**src/acm_pkg.sv**
```systemverilog
`default_nettype none

package acm_pkg;

    // Number format: signed fixed point, FRAC_BITS fraction bits in WORD_BITS words
    localparam int WORD_BITS = 32;
    localparam int FRAC_BITS = 16;

    // Matrix shape: three rows of four columns, three terms per column
    localparam int NUM_ROWS    = 3;
    localparam int NUM_COLS    = 4;
    localparam int NUM_TERMS   = 3;
    localparam int STORE_DEPTH = NUM_ROWS * NUM_COLS;
    localparam int TRANS_COL   = NUM_COLS - 1;

    // Exact product and exact sum of three products plus the scaled translation
    localparam int PROD_BITS  = 2 * WORD_BITS;
    localparam int SUM_BITS   = PROD_BITS + 2;
    localparam int SHIFT_BITS = SUM_BITS - FRAC_BITS;

    localparam int ROW_BITS = 2;
    localparam logic [ROW_BITS-1:0] ROW_LAST = 2'd2;
    localparam logic [ROW_BITS-1:0] ROW_NONE = 2'd3;

    typedef logic signed [WORD_BITS-1:0] word_t;
    typedef logic signed [PROD_BITS-1:0] prod_t;
    typedef logic signed [SUM_BITS-1:0]  sum_t;

    // Side information that travels with a row through the pipeline
    typedef struct packed {
        logic [ROW_BITS-1:0] row;
        logic                final_joint;
    } row_tag_t;

endpackage

`default_nettype wire

```
**src/acm_merge.sv**
```systemverilog
`default_nettype none

// Gathers the lane sums: drops the fraction bits, clamps each column, ORs the flags
module acm_merge
    import acm_pkg::*;
(
    input  wire logic     clk,
    input  wire logic     en,
    input  wire sum_t     sum     [NUM_COLS],
    input  wire row_tag_t tag_in,
    output word_t         result  [NUM_COLS],
    output row_tag_t      tag_out,
    output logic          saturated
);

    word_t    result_reg [NUM_COLS];
    word_t    result_next [NUM_COLS];
    row_tag_t tag_reg;
    logic     sat_reg;
    logic     sat_next;

    logic [SHIFT_BITS-1:0]           shifted [NUM_COLS];
    logic [SHIFT_BITS-WORD_BITS:0]   upper   [NUM_COLS];
    logic [NUM_COLS-1:0]             clamp;

    // Truncate toward minus infinity, then clamp to the signed word range
    always_comb
    begin
        for (int c = 0; c < NUM_COLS; c++)
        begin
            shifted[c] = sum[c][SUM_BITS-1:FRAC_BITS];
            upper[c]   = shifted[c][SHIFT_BITS-1:WORD_BITS-1];
            clamp[c]   = !((&upper[c]) || !(|upper[c]));
            if (!clamp[c])
            begin
                result_next[c] = shifted[c][WORD_BITS-1:0];
            end
            else if (shifted[c][SHIFT_BITS-1])
            begin
                result_next[c] = {1'b1, {(WORD_BITS-1){1'b0}}};
            end
            else
            begin
                result_next[c] = {1'b0, {(WORD_BITS-1){1'b1}}};
            end
        end
        sat_next = |clamp;
    end

    always_ff @(posedge clk)
    begin
        if (en)
        begin
            result_reg <= result_next;
            tag_reg    <= tag_in;
            sat_reg    <= sat_next;
        end
    end

    assign result    = result_reg;
    assign tag_out   = tag_reg;
    assign saturated = sat_reg;

endmodule

`default_nettype wire

```
**config.mk**
```make
export PLATFORM = sky130hd
export DESIGN_NAME = acm_merge
export DESIGN_NICKNAME = d
export VERILOG_FILES = /design/src/acm_pkg.sv /design/src/acm_merge.sv
export SDC_FILE = /design/constraint.sdc
export NUM_CORES = 1
export LEC_CHECK = 0
export ABC_AREA = 1
export BUFFER_PORTS_ARGS = -buffer_cell sky130_fd_sc_hd__buf_2
export CELL_PAD_IN_SITES_DETAIL_PLACEMENT = 1
export CELL_PAD_IN_SITES_GLOBAL_PLACEMENT = 2
export CORE_UTILIZATION = 20
export CTS_CLUSTER_DIAMETER = 150
export CTS_CLUSTER_SIZE = 30
export DETAILED_ROUTE_END_ITERATION = 12
export PLACE_DENSITY = 0.81
export SLEW_MARGIN = 10
export SYNTH_ARGS = -nofsm -noshare
export SYNTH_HDL_FRONTEND = slang
export SYNTH_SLANG_ARGS = --single-unit
export TNS_END_PERCENT = 30
```
**constraint.sdc**
```tcl
create_clock -name clk -period 1.2 [get_ports clk]
set_clock_uncertainty 0.1 [all_clocks]
set_input_delay 0.06 -clock clk [delete_from_list [all_inputs] [get_ports clk]]
set_output_delay 0.06 -clock clk [all_outputs]
set_load 0.005 [all_outputs]
```
# == Yosys cells after proc, flatten, opt, wreduce, memory -nomap -nowiden ==
# Cells that the tools add are included.
# word_totals
regBits,132
latch_bits,0
ram_bits,0
romBits,0
inputBits,269
output_inout_bits,132
wordCells,36
mem_count,0
# op_classes
add_sub_neg,0
mul,0
n_div,0
n_lt_le_gt_ge,0
eq_ne,0
shift,0
n_mux,8
bitwise,0
reduce_logical,21
# op_table
op,n
two-way mux 32 bit,8
AND reduction 19 bit,4
OR reduction 19 bit,4
zero test 1 bit,8
logical OR 1 bit,4
OR reduction 4 bit,1

# == Depth between registers and ports, before layout ==
# Gate-level depths: netlist of the first run.
# depth
word_depth,5
depth_mapped,9

# == Worst setup path before layout of the first run ==
# No wires, ideal clock.
# synth_path
path_type,input -> register
from,input sum[246] in the netlist's numbering
to,register result_reg (netlist bit result[100]) (data pin)
t_arrival_ns,0.838
path_slack_ns,0.010
cell_stages,6
path_buffers,1
path_cell_list,or2_1 > nor2_1 > nand3_2 > nand3b_2 > buf_6 > nand2_1
# synth_lines
item,line,rtl
from (decl),acm_merge.sv:9,"input wire sum_t sum [NUM_COLS],"
to (signal assigned),acm_merge.sv:54,result_reg <= result_next;
to (decl),acm_merge.sv:16,word_t result_reg [NUM_COLS];

# == Worst setup path after layout of the first run ==
# layout_path
from,input en
to,"register result_reg (netlist bit result[103]), enable pin"
# layout_lines
item,line,rtl
from (decl),acm_merge.sv:8,"input wire logic en,"
# No word-level cell between the ends.

==> impl_metrics.env, run 1 <==
export IMPL_crit_arrival_ns=1.16
export IMPL_clockRootBuffer="clkbuf_16"
export IMPL_wire_per_inst_um=14.84
export IMPL_viasPerCell=3.916
export IMPL_p_comb_share_pct=12.9
export IMPL_yosys_cell_types_count=19
export IMPL_fin_util_pct=35.40
export IMPL_die_area_um2=29450
export IMPL_seq_power_share_pct=44.9
export IMPL_io_buffers=336
export IMPL_drc_errors=0
export IMPL_status="complete, no violations"
export IMPL_drv_cap=0
export IMPL_worstMarginPinSlew_ns=0.2387
export IMPL_post_route_min_period_ns=1.169
export IMPL_start_util_pct=20.54
export IMPL_p_switching_mw=2.798
export IMPL_ant_nets=0
export IMPL_cts_tree="built"
export IMPL_crit_chain="dlygate4sd3_1, buf_6, buf_12"
export IMPL_max_vdd_ir_drop_uv=690.3
export IMPL_ios=401
export IMPL_die_h_um=171.6
export IMPL_grt_ovfl_total=0
export IMPL_max_freq_mhz=855.6
export IMPL_critPathCaptureType="flop"
export IMPL_worstPathMaxFanout=41
export IMPL_critPathKind="in2reg"
export IMPL_grt_pass1_wl_um=31450
export IMPL_p_leak_nw=4.415
export IMPL_grt_busiest_layer="met2"
export IMPL_slowest_stage="dlygate4sd3_1"
export IMPL_nets=1303
export IMPL_ys_warn_count=0
export IMPL_use_met3_pct=5.200
export IMPL_ctsResizeCount=0
export IMPL_first_pass_iters=4
export IMPL_htree_levels=4
export IMPL_slew_viol_final=0
export IMPL_fin_tns_setup_ns=0
export IMPL_intPower_mw=9.628
export IMPL_vias=5581
export IMPL_critical_path_n_buffers_inverters=3
export IMPL_finalCritPeriodShare_pct=97.39
export IMPL_die_width_um=171.6
export IMPL_power_density_nw_per_um2=1253
export IMPL_met1_usage_pct=14.91
export IMPL_hold_viol_final=0
export IMPL_cp_top_family="buffers and inverters"
export IMPL_largest_reg_flops=128
export IMPL_grt_pass1_vias=6001
export IMPL_antenna_cells=0
export IMPL_rsz0062_at_grt="true"
export IMPL_ys_ff_latch=132
export IMPL_clkPwrFrac_pct=42.2
export IMPL_setup_viol=0
export IMPL_syn_num_nets=812
export IMPL_cts_buffers_inserted=17
export IMPL_syn_inst=543
export IMPL_p_sw_share_pct=22.51
export IMPL_syn2layout_area_growth_pct=72.36
export IMPL_drtIter0Drc=201
export IMPL_clkSinkCount=132
export IMPL_slew_headroom_pct=84.08
export IMPL_cts_clk_slew_worst_paths_ns=0.06
export IMPL_min_path_type="in2reg"
export IMPL_antenna_found_initial=0
export IMPL_drive_above_1_share_pct=38.78
export IMPL_cpPeakStageDelay_ns=0.56
export IMPL_wl_um=21150
export IMPL_row_count=61
export IMPL_track_usage_pct=14.15
export IMPL_dp_hpwl_um=15090
export IMPL_grt_max_degree=42
export IMPL_yosysSeqAreaShare_pct=68.90
export IMPL_cp_required_ns=1.19
export IMPL_crit_path_start_kind="input pin"
export IMPL_gp_congestion=0.7680
export IMPL_avgSynthCellArea_um2=10.59
export IMPL_core_area_um2=28010
export IMPL_met2_usage_pct=25.51
export IMPL_syn_area_um2=5753
export IMPL_clock_path_buffers=2
area by class of cell:
type,instances,area [um^2]
fill,3254,18090
sequential,132,3964
timing repair buffer,500,3349
multi-input combinational,378,1520
tap,378,473.0
clock buffer,18,429.2
clock inverter,14,161.4
inverter,5,18.77
final timing paths:
path	slack (ns)	cells after the start	end	start
worst min-delay path	0.23	7	saturated	sum[195]
worst max-delay path	0.03	3	result[103]	en
timing repair:
item | 4_1_cts | 5_1_grt
hold buffers | 132 | 0
setup endpoints to repair | 0 | 1
endpoints found under the hold margin | 138 | 0
buffers inserted | 0 | 0
power groups by stage:
stage / logic, mW / clock network (mW) / registers, mW
final: 1.60 / 5.25 / 5.58
after global routing: 1.77 / 5.60 / 5.61
after CTS: 1.61 / 5.43 / 5.58
after detailed placement: 1.26 / 0 / 5.67
after global placement: 1.24 / 0 / 5.66
after floorplan: 0.225 / 0 / 5.72
layout by cell type (no fill, tap or decap):
master	instances
nor2_2	1
nor3_1	1
inv_1	5
nand3b_2	2
bufinv_16	3
nand3b_1	1
clkinv_2	3
clkinv_4	2
clkinv_1	2
inv_6	1
clkbuf_1	1
nor2_1	55
nand3_1	6
nand3_2	3
buf_2	335
nand2_1	292
buf_6	1
nand2_4	2
clkbuf_16	17
edfxtp_1	132
buf_4	24
or2_1	6
nand2_2	1
nand4_1	8
buf_12	8
dlygate4sd3_1	132
clkinvlp_4	3
per-stage QoR:
stage                     hold slack, ns  area, um^2  worst slack (ns)  power [mW]  instances
after floorplan                  0.05887        5753          0.009875       5.946        543
after global placement            0.1371        8004           -0.1921       6.900       1261
after detailed placement          0.1468        8004           -0.2399       6.937       1261
after CTS                         0.2185        9916           0.01236       12.62       1425
after global routing              0.2640        9916         -0.004035       12.98       1425
final                             0.2303        9916           0.03127       12.43       1425
kinds of logic after synthesis:
kind of cell	count (synthesis)	share of synthesized area [%]
AND/OR/NAND/NOR	378	26.42
flip-flops	132	68.90
buffers and inverters	33	4.676
cells in the mapped netlist (all sizes together):
cell type	n	share of area, %
buf	24	4.0
clkbuf	3	0.20
dlygate4sd3	1	0.17
edfxtp	132	69
inv	5	0.33
nand2	295	20
nand3	9	1.0
nand3b	3	0.52
nand4	8	0.87
nor2	56	3.7
nor3	1	0.087
or2	6	0.65
worst min-delay path: stages:
cell and delay (ns):
buf_2 0.09, nor3_1 0.04, nand3_1 0.11, nand2_1 0.12, nand2_1 0.08, inv_1 0.05, nand2_1 0.08
routing by layer:
layer  up-vias  wire [um]
met4         0        425
met3        26       1601
li1       2758          -
met1      2594       8153
met2       203      10970
met5         -          0
(Power assumes the default switching activity.)
==> run 2, diff against run 1 <==
MAX_ROUTING_LAYER = met4   (was unset)
==> impl_metrics.env, run 2 (synthesis gave the netlist of run 1 again) <==
export IMPL_cp_required_ns=1.19
export IMPL_die_h_um=171.6
export IMPL_wl_met3_um=1435
export IMPL_drc_errors=0
export IMPL_crit_path_start_kind="input pin"
export IMPL_drv_cap=0
export IMPL_crit_cells=3
export IMPL_slew_headroom_pct=84.19
export IMPL_antenna_found_initial=0
export IMPL_io_buffers=336
export IMPL_track_usage_pct=14.51
export IMPL_gp_congestion=0.7783
export IMPL_fillers=3254
export IMPL_core_area_um2=28010
export IMPL_grt_ovfl_total=0
export IMPL_die_area_um2=29450
export IMPL_cts_tree="built"
export IMPL_design_area_um2=9916
export IMPL_top_layer_used="met4"
export IMPL_wl_um=21160
export IMPL_drive_above_1_share_pct=38.78
export IMPL_crit_chain="dlygate4sd3_1, buf_6, buf_12"
export IMPL_first_pass_iters=4
export IMPL_start_util_pct=20.54
export IMPL_row_count=61
export IMPL_crit_arrival_ns=1.16
export IMPL_final_cell_mix="buf_2, nand2_1, dlygate4sd3_1, edfxtp_1, nor2_1"
export IMPL_grt_pass1_vias=6024
export IMPL_dp_hpwl_um=15090
export IMPL_worstPathMaxFanout=41
export IMPL_ctsResizeCount=0
export IMPL_die_width_um=171.6
export IMPL_dpl_cell_area_um2=8004
export IMPL_clockRootBuffer="clkbuf_16"
export IMPL_wire_per_inst_um=14.85
export IMPL_fin_tns_setup_ns=0
export IMPL_max_vdd_ir_drop_uv=688.1
export IMPL_routed_wl_met2_um=10990
export IMPL_ios=401
export IMPL_clock_path_buffers=2
export IMPL_clkSinkCount=132
export IMPL_crit_start="en"
export IMPL_power_density_nw_per_um2=1253
export IMPL_cp_top_family="buffers and inverters"
export IMPL_htree_levels=4
export IMPL_cp_endpoint="result[103]"
export IMPL_cts_buffers_inserted=17
export IMPL_final_common_cell="buf_2"
export IMPL_status="complete, no violations"
export IMPL_max_freq_mhz=856.3
export IMPL_viasPerCell=3.927
export IMPL_setup_viol=0
export IMPL_cpPeakStageDelay_ns=0.56
export IMPL_finalCritPeriodShare_pct=97.32
export IMPL_grt_pass1_wl_um=31350
export IMPL_largest_reg_flops=128
export IMPL_antenna_cells=0
export IMPL_drtIter0Drc=230
export IMPL_worstMarginPinSlew_ns=0.2372
export IMPL_slew_viol_final=0
export IMPL_ant_nets=0
export IMPL_critPathCaptureType="flop"
export IMPL_min_path_type="in2reg"
export IMPL_critical_path_n_buffers_inverters=3
export IMPL_post_route_min_period_ns=1.168
export IMPL_p_leak_nw=4.415
export IMPL_rsz0062_at_grt="false"
export IMPL_postCtsSetupRepairBufs=0
export IMPL_hold_viol_final=0
export IMPL_nets=1303
export IMPL_cts_clk_slew_worst_paths_ns=0.06
export IMPL_critPathKind="in2reg"
export IMPL_syn2layout_area_growth_pct=72.36
export IMPL_vias=5596
export IMPL_slowest_stage="dlygate4sd3_1"
export IMPL_met1_length_um=8307
export IMPL_grt_max_degree=42
-- run 2: how the worst min path moves through the flow --
stage	slack, ns	start	cells past startpoint	endpoint
finish	0.23	sum[195]	7	saturated
global route	0.27	sum[131]	6	result[42]
CTS	0.22	sum[195]	7	saturated
detailed placement	0.15	tag_in[2]	1	tag_out[2]
global placement	0.14	tag_in[2]	1	tag_out[2]
floorplan	0.06	tag_in[0]	0	tag_out[0]
-- run 2: area by class of cell --
cell class	instances	area, um^2	area share, %
clock buffers	18	429.2	4.328
clock inverters	14	161.4	1.628
inverters	5	18.77	0.1893
multi-input cells	378	1520	15.33
flip-flops and latches	132	3964	39.97
well taps	378	473.0	4.770
repair buffers	500	3349	33.78
-- run 2: power by group --
group | internal [mW] | switching (mW)
combinational | 0.895 | 0.706
sequential | 5.48 | 0.0979
clock | 3.25 | 1.99
total | 9.63 | 2.80
-- run 2: metrics by stage --
stage               utilization, %  cells  total power [mW]  setup WS, ns  hold slack, ns
global placement             28.57   1261             6.900       -0.1921          0.1371
CTS                          35.40   1425             12.62       0.01236          0.2185
floorplan                        -    543             5.946      0.009875         0.05887
detailed placement           28.57   1261             6.937       -0.2399          0.1468
finish                       35.40   1425             12.43       0.03220          0.2280
global route                 35.40   1425             12.96    0.00002975          0.2688
-- run 2: per-layer routing --
metal  GRT usage (%)  vias up
li1                -     2761
met1           15.30     2597
met2           25.51      212
met3           4.326       26
met4           5.318        0
met5               -        -
-- run 2: what timing repair did --
action | CTS | global route
endpoints found under the setup margin | 0 | 0
hold buffers | 132 | 0
hold endpoints to repair | 138 | 0
==> run 3, diff against run 2 <==
SETUP_SLACK_MARGIN = 0.5   (was unset)
==> impl_metrics.env, run 3 (synthesis gave the netlist of run 1 again) <==
export IMPL_max_vdd_ir_drop_uv=775.4
export IMPL_p_sw_share_pct=22.66
export IMPL_fin_tns_setup_ns=-0.04931
export IMPL_layout_setup_ws_ns=-0.04931
export IMPL_ant_nets=0
export IMPL_min_path_type="in2reg"
export IMPL_hold_end="result[127]"
export IMPL_critPathCaptureType="primary output"
export IMPL_grt_max_degree=41
export IMPL_drtIter0Drc=201
export IMPL_cts_clk_slew_worst_paths_ns=0.06
export IMPL_violations="hold timing, setup timing"
export IMPL_grt_pass1_vias=5335
export IMPL_first_pass_iters=4
export IMPL_cpPeakStageDelay_ns=0.49
export IMPL_fillers=3225
export IMPL_final_cell_mix="buf_2, nand2_1, edfxtp_1, nand2_2, nand2_4"
export IMPL_power_density_nw_per_um2=1291
export IMPL_die_width_um=171.6
export IMPL_wire_per_inst_um=15.44
export IMPL_core_area_um2=28010
export IMPL_crit_arrival_ns=1.09
export IMPL_hp_start="sum[263]"
export IMPL_viasPerCell=3.952
export IMPL_ios=401
export IMPL_vias=5141
export IMPL_p_switching_mw=2.844
export IMPL_critical_path_n_buffers_inverters=1
export IMPL_track_usage_pct=13.66
export IMPL_dpl_cell_area_um2=8097
export IMPL_largest_reg_flops=128
export IMPL_worstPathMaxFanout=1
export IMPL_die_h_um=171.6
export IMPL_cts_buffers_inserted=17
export IMPL_dp_cells=1261
export IMPL_io_buffers=336
export IMPL_clkSinkCount=132
export IMPL_critPathKind="reg2out"
export IMPL_fin_util_pct=34.69
export IMPL_whs_ns=-0.1873
export IMPL_row_count=61
export IMPL_clockRootBuffer="clkbuf_16"
export IMPL_setup_viol=1
export IMPL_drc_errors=0
export IMPL_drive_above_1_share_pct=61.87
export IMPL_p_total_mw=12.55
export IMPL_finalCritPeriodShare_pct=104.1
export IMPL_cp_required_ns=1.04
export IMPL_cts_tree="built"
export IMPL_dp_slack_ns=-0.3291
export IMPL_crit_chain="buf_2"
export IMPL_max_freq_mhz=800.4
export IMPL_design_area_um2=9716
export IMPL_worstMarginPinSlew_ns=0.2445
export IMPL_syn2layout_area_growth_pct=68.88
export IMPL_rsz0062_at_grt="true"
export IMPL_p_comb_share_pct=12.0
export IMPL_clkPwrFrac_pct=43.5
export IMPL_post_route_min_period_ns=1.249
export IMPL_gp_congestion=0.7509
export IMPL_slew_headroom_pct=83.70
export IMPL_die_area_um2=29450
export IMPL_antenna_found_initial=5
export IMPL_drv_cap=0
export IMPL_grt_pass1_wl_um=28920
export IMPL_slew_viol_final=0
export IMPL_hold_path_depth=2
export IMPL_stdcell_count=1301
export IMPL_dp_hpwl_um=15480
export IMPL_clock_path_buffers=2
export IMPL_hold_buffers=3
export IMPL_grt_ovfl_total=0
export IMPL_final_common_cell="buf_2"
export IMPL_p_leak_nw=4.189
export IMPL_crit_cells=1
export IMPL_intPower_mw=9.704
export IMPL_wl_um=20080
export IMPL_slowest_stage="edfxtp_1"
export IMPL_hold_viol_final=135
export IMPL_cp_top_family="flip-flops"
export IMPL_htree_levels=4
export IMPL_status="complete, but fails checks"
export IMPL_start_util_pct=20.54
export IMPL_nets=1174
export IMPL_seq_power_share_pct=44.5
export IMPL_crit_path_start_kind="flop"
[run 3: changes by cell type in the layout (fill, tap and decap cells not counted), sizes merged]
cell and change:
diode +5, inv -1, clkinvlp -1, clkbuf +2, dlygate4sd3 -129, bufinv +1, clkinv -1
[run 3: cell type report]
cell class	count	area, um^2	area share [%]
antenna	5	12.51	0.1288
clock buffer	20	436.7	4.495
clock inverter	12	161.4	1.661
inverter	5	21.27	0.2189
multi-input combinational	378	2293	23.61
sequential	132	3964	40.80
tap	378	473.0	4.868
timing repair buffer	371	2354	24.22
[run 3: layer usage]
layer | global-route usage, % | wire length, um | share of wire (%) | vias to the layer above
li1 | - | - | - | 2509
met1 | 13.92 | 7582 | 38 | 2418
met2 | 24.13 | 10580 | 53 | 190
met3 | 4.418 | 1523 | 7.6 | 24
met4 | 5.474 | 393 | 2.0 | 0
met5 | - | 0 | 0 | -
[run 3: power by group through the flow]
stage          sequential (mW)  combinational, mW  clock (mW)
2_1_floorplan             5.72              0.223           0
5_1_grt                   5.62               1.65        5.82
3_3_place_gp              5.67               1.26           0
3_5_place_dp              5.68               1.29           0
6_report                  5.58               1.51        5.46
4_1_cts                   5.59               1.43        5.64
[run 3: what timing repair did]
item                                    4_1_cts  5_1_grt
gates resized for setup                     178       98
pin swaps                                   134      141
gates cloned                                  0        0
endpoints found under the hold margin       142      135
buffers inserted                              0        0
endpoints found under the setup margin      257      257
[run 3: worst max-delay path by stage]
stage	slack, ns	from	end
finish	-0.05	result[115]	result[115]
global route	-0.10	result[115]	result[115]
CTS	-0.10	result[115]	result[115]
detailed placement	-0.33	sum[115]	saturated
global placement	-0.32	sum[115]	saturated
floorplan	0.05	sum[263]	result[100]
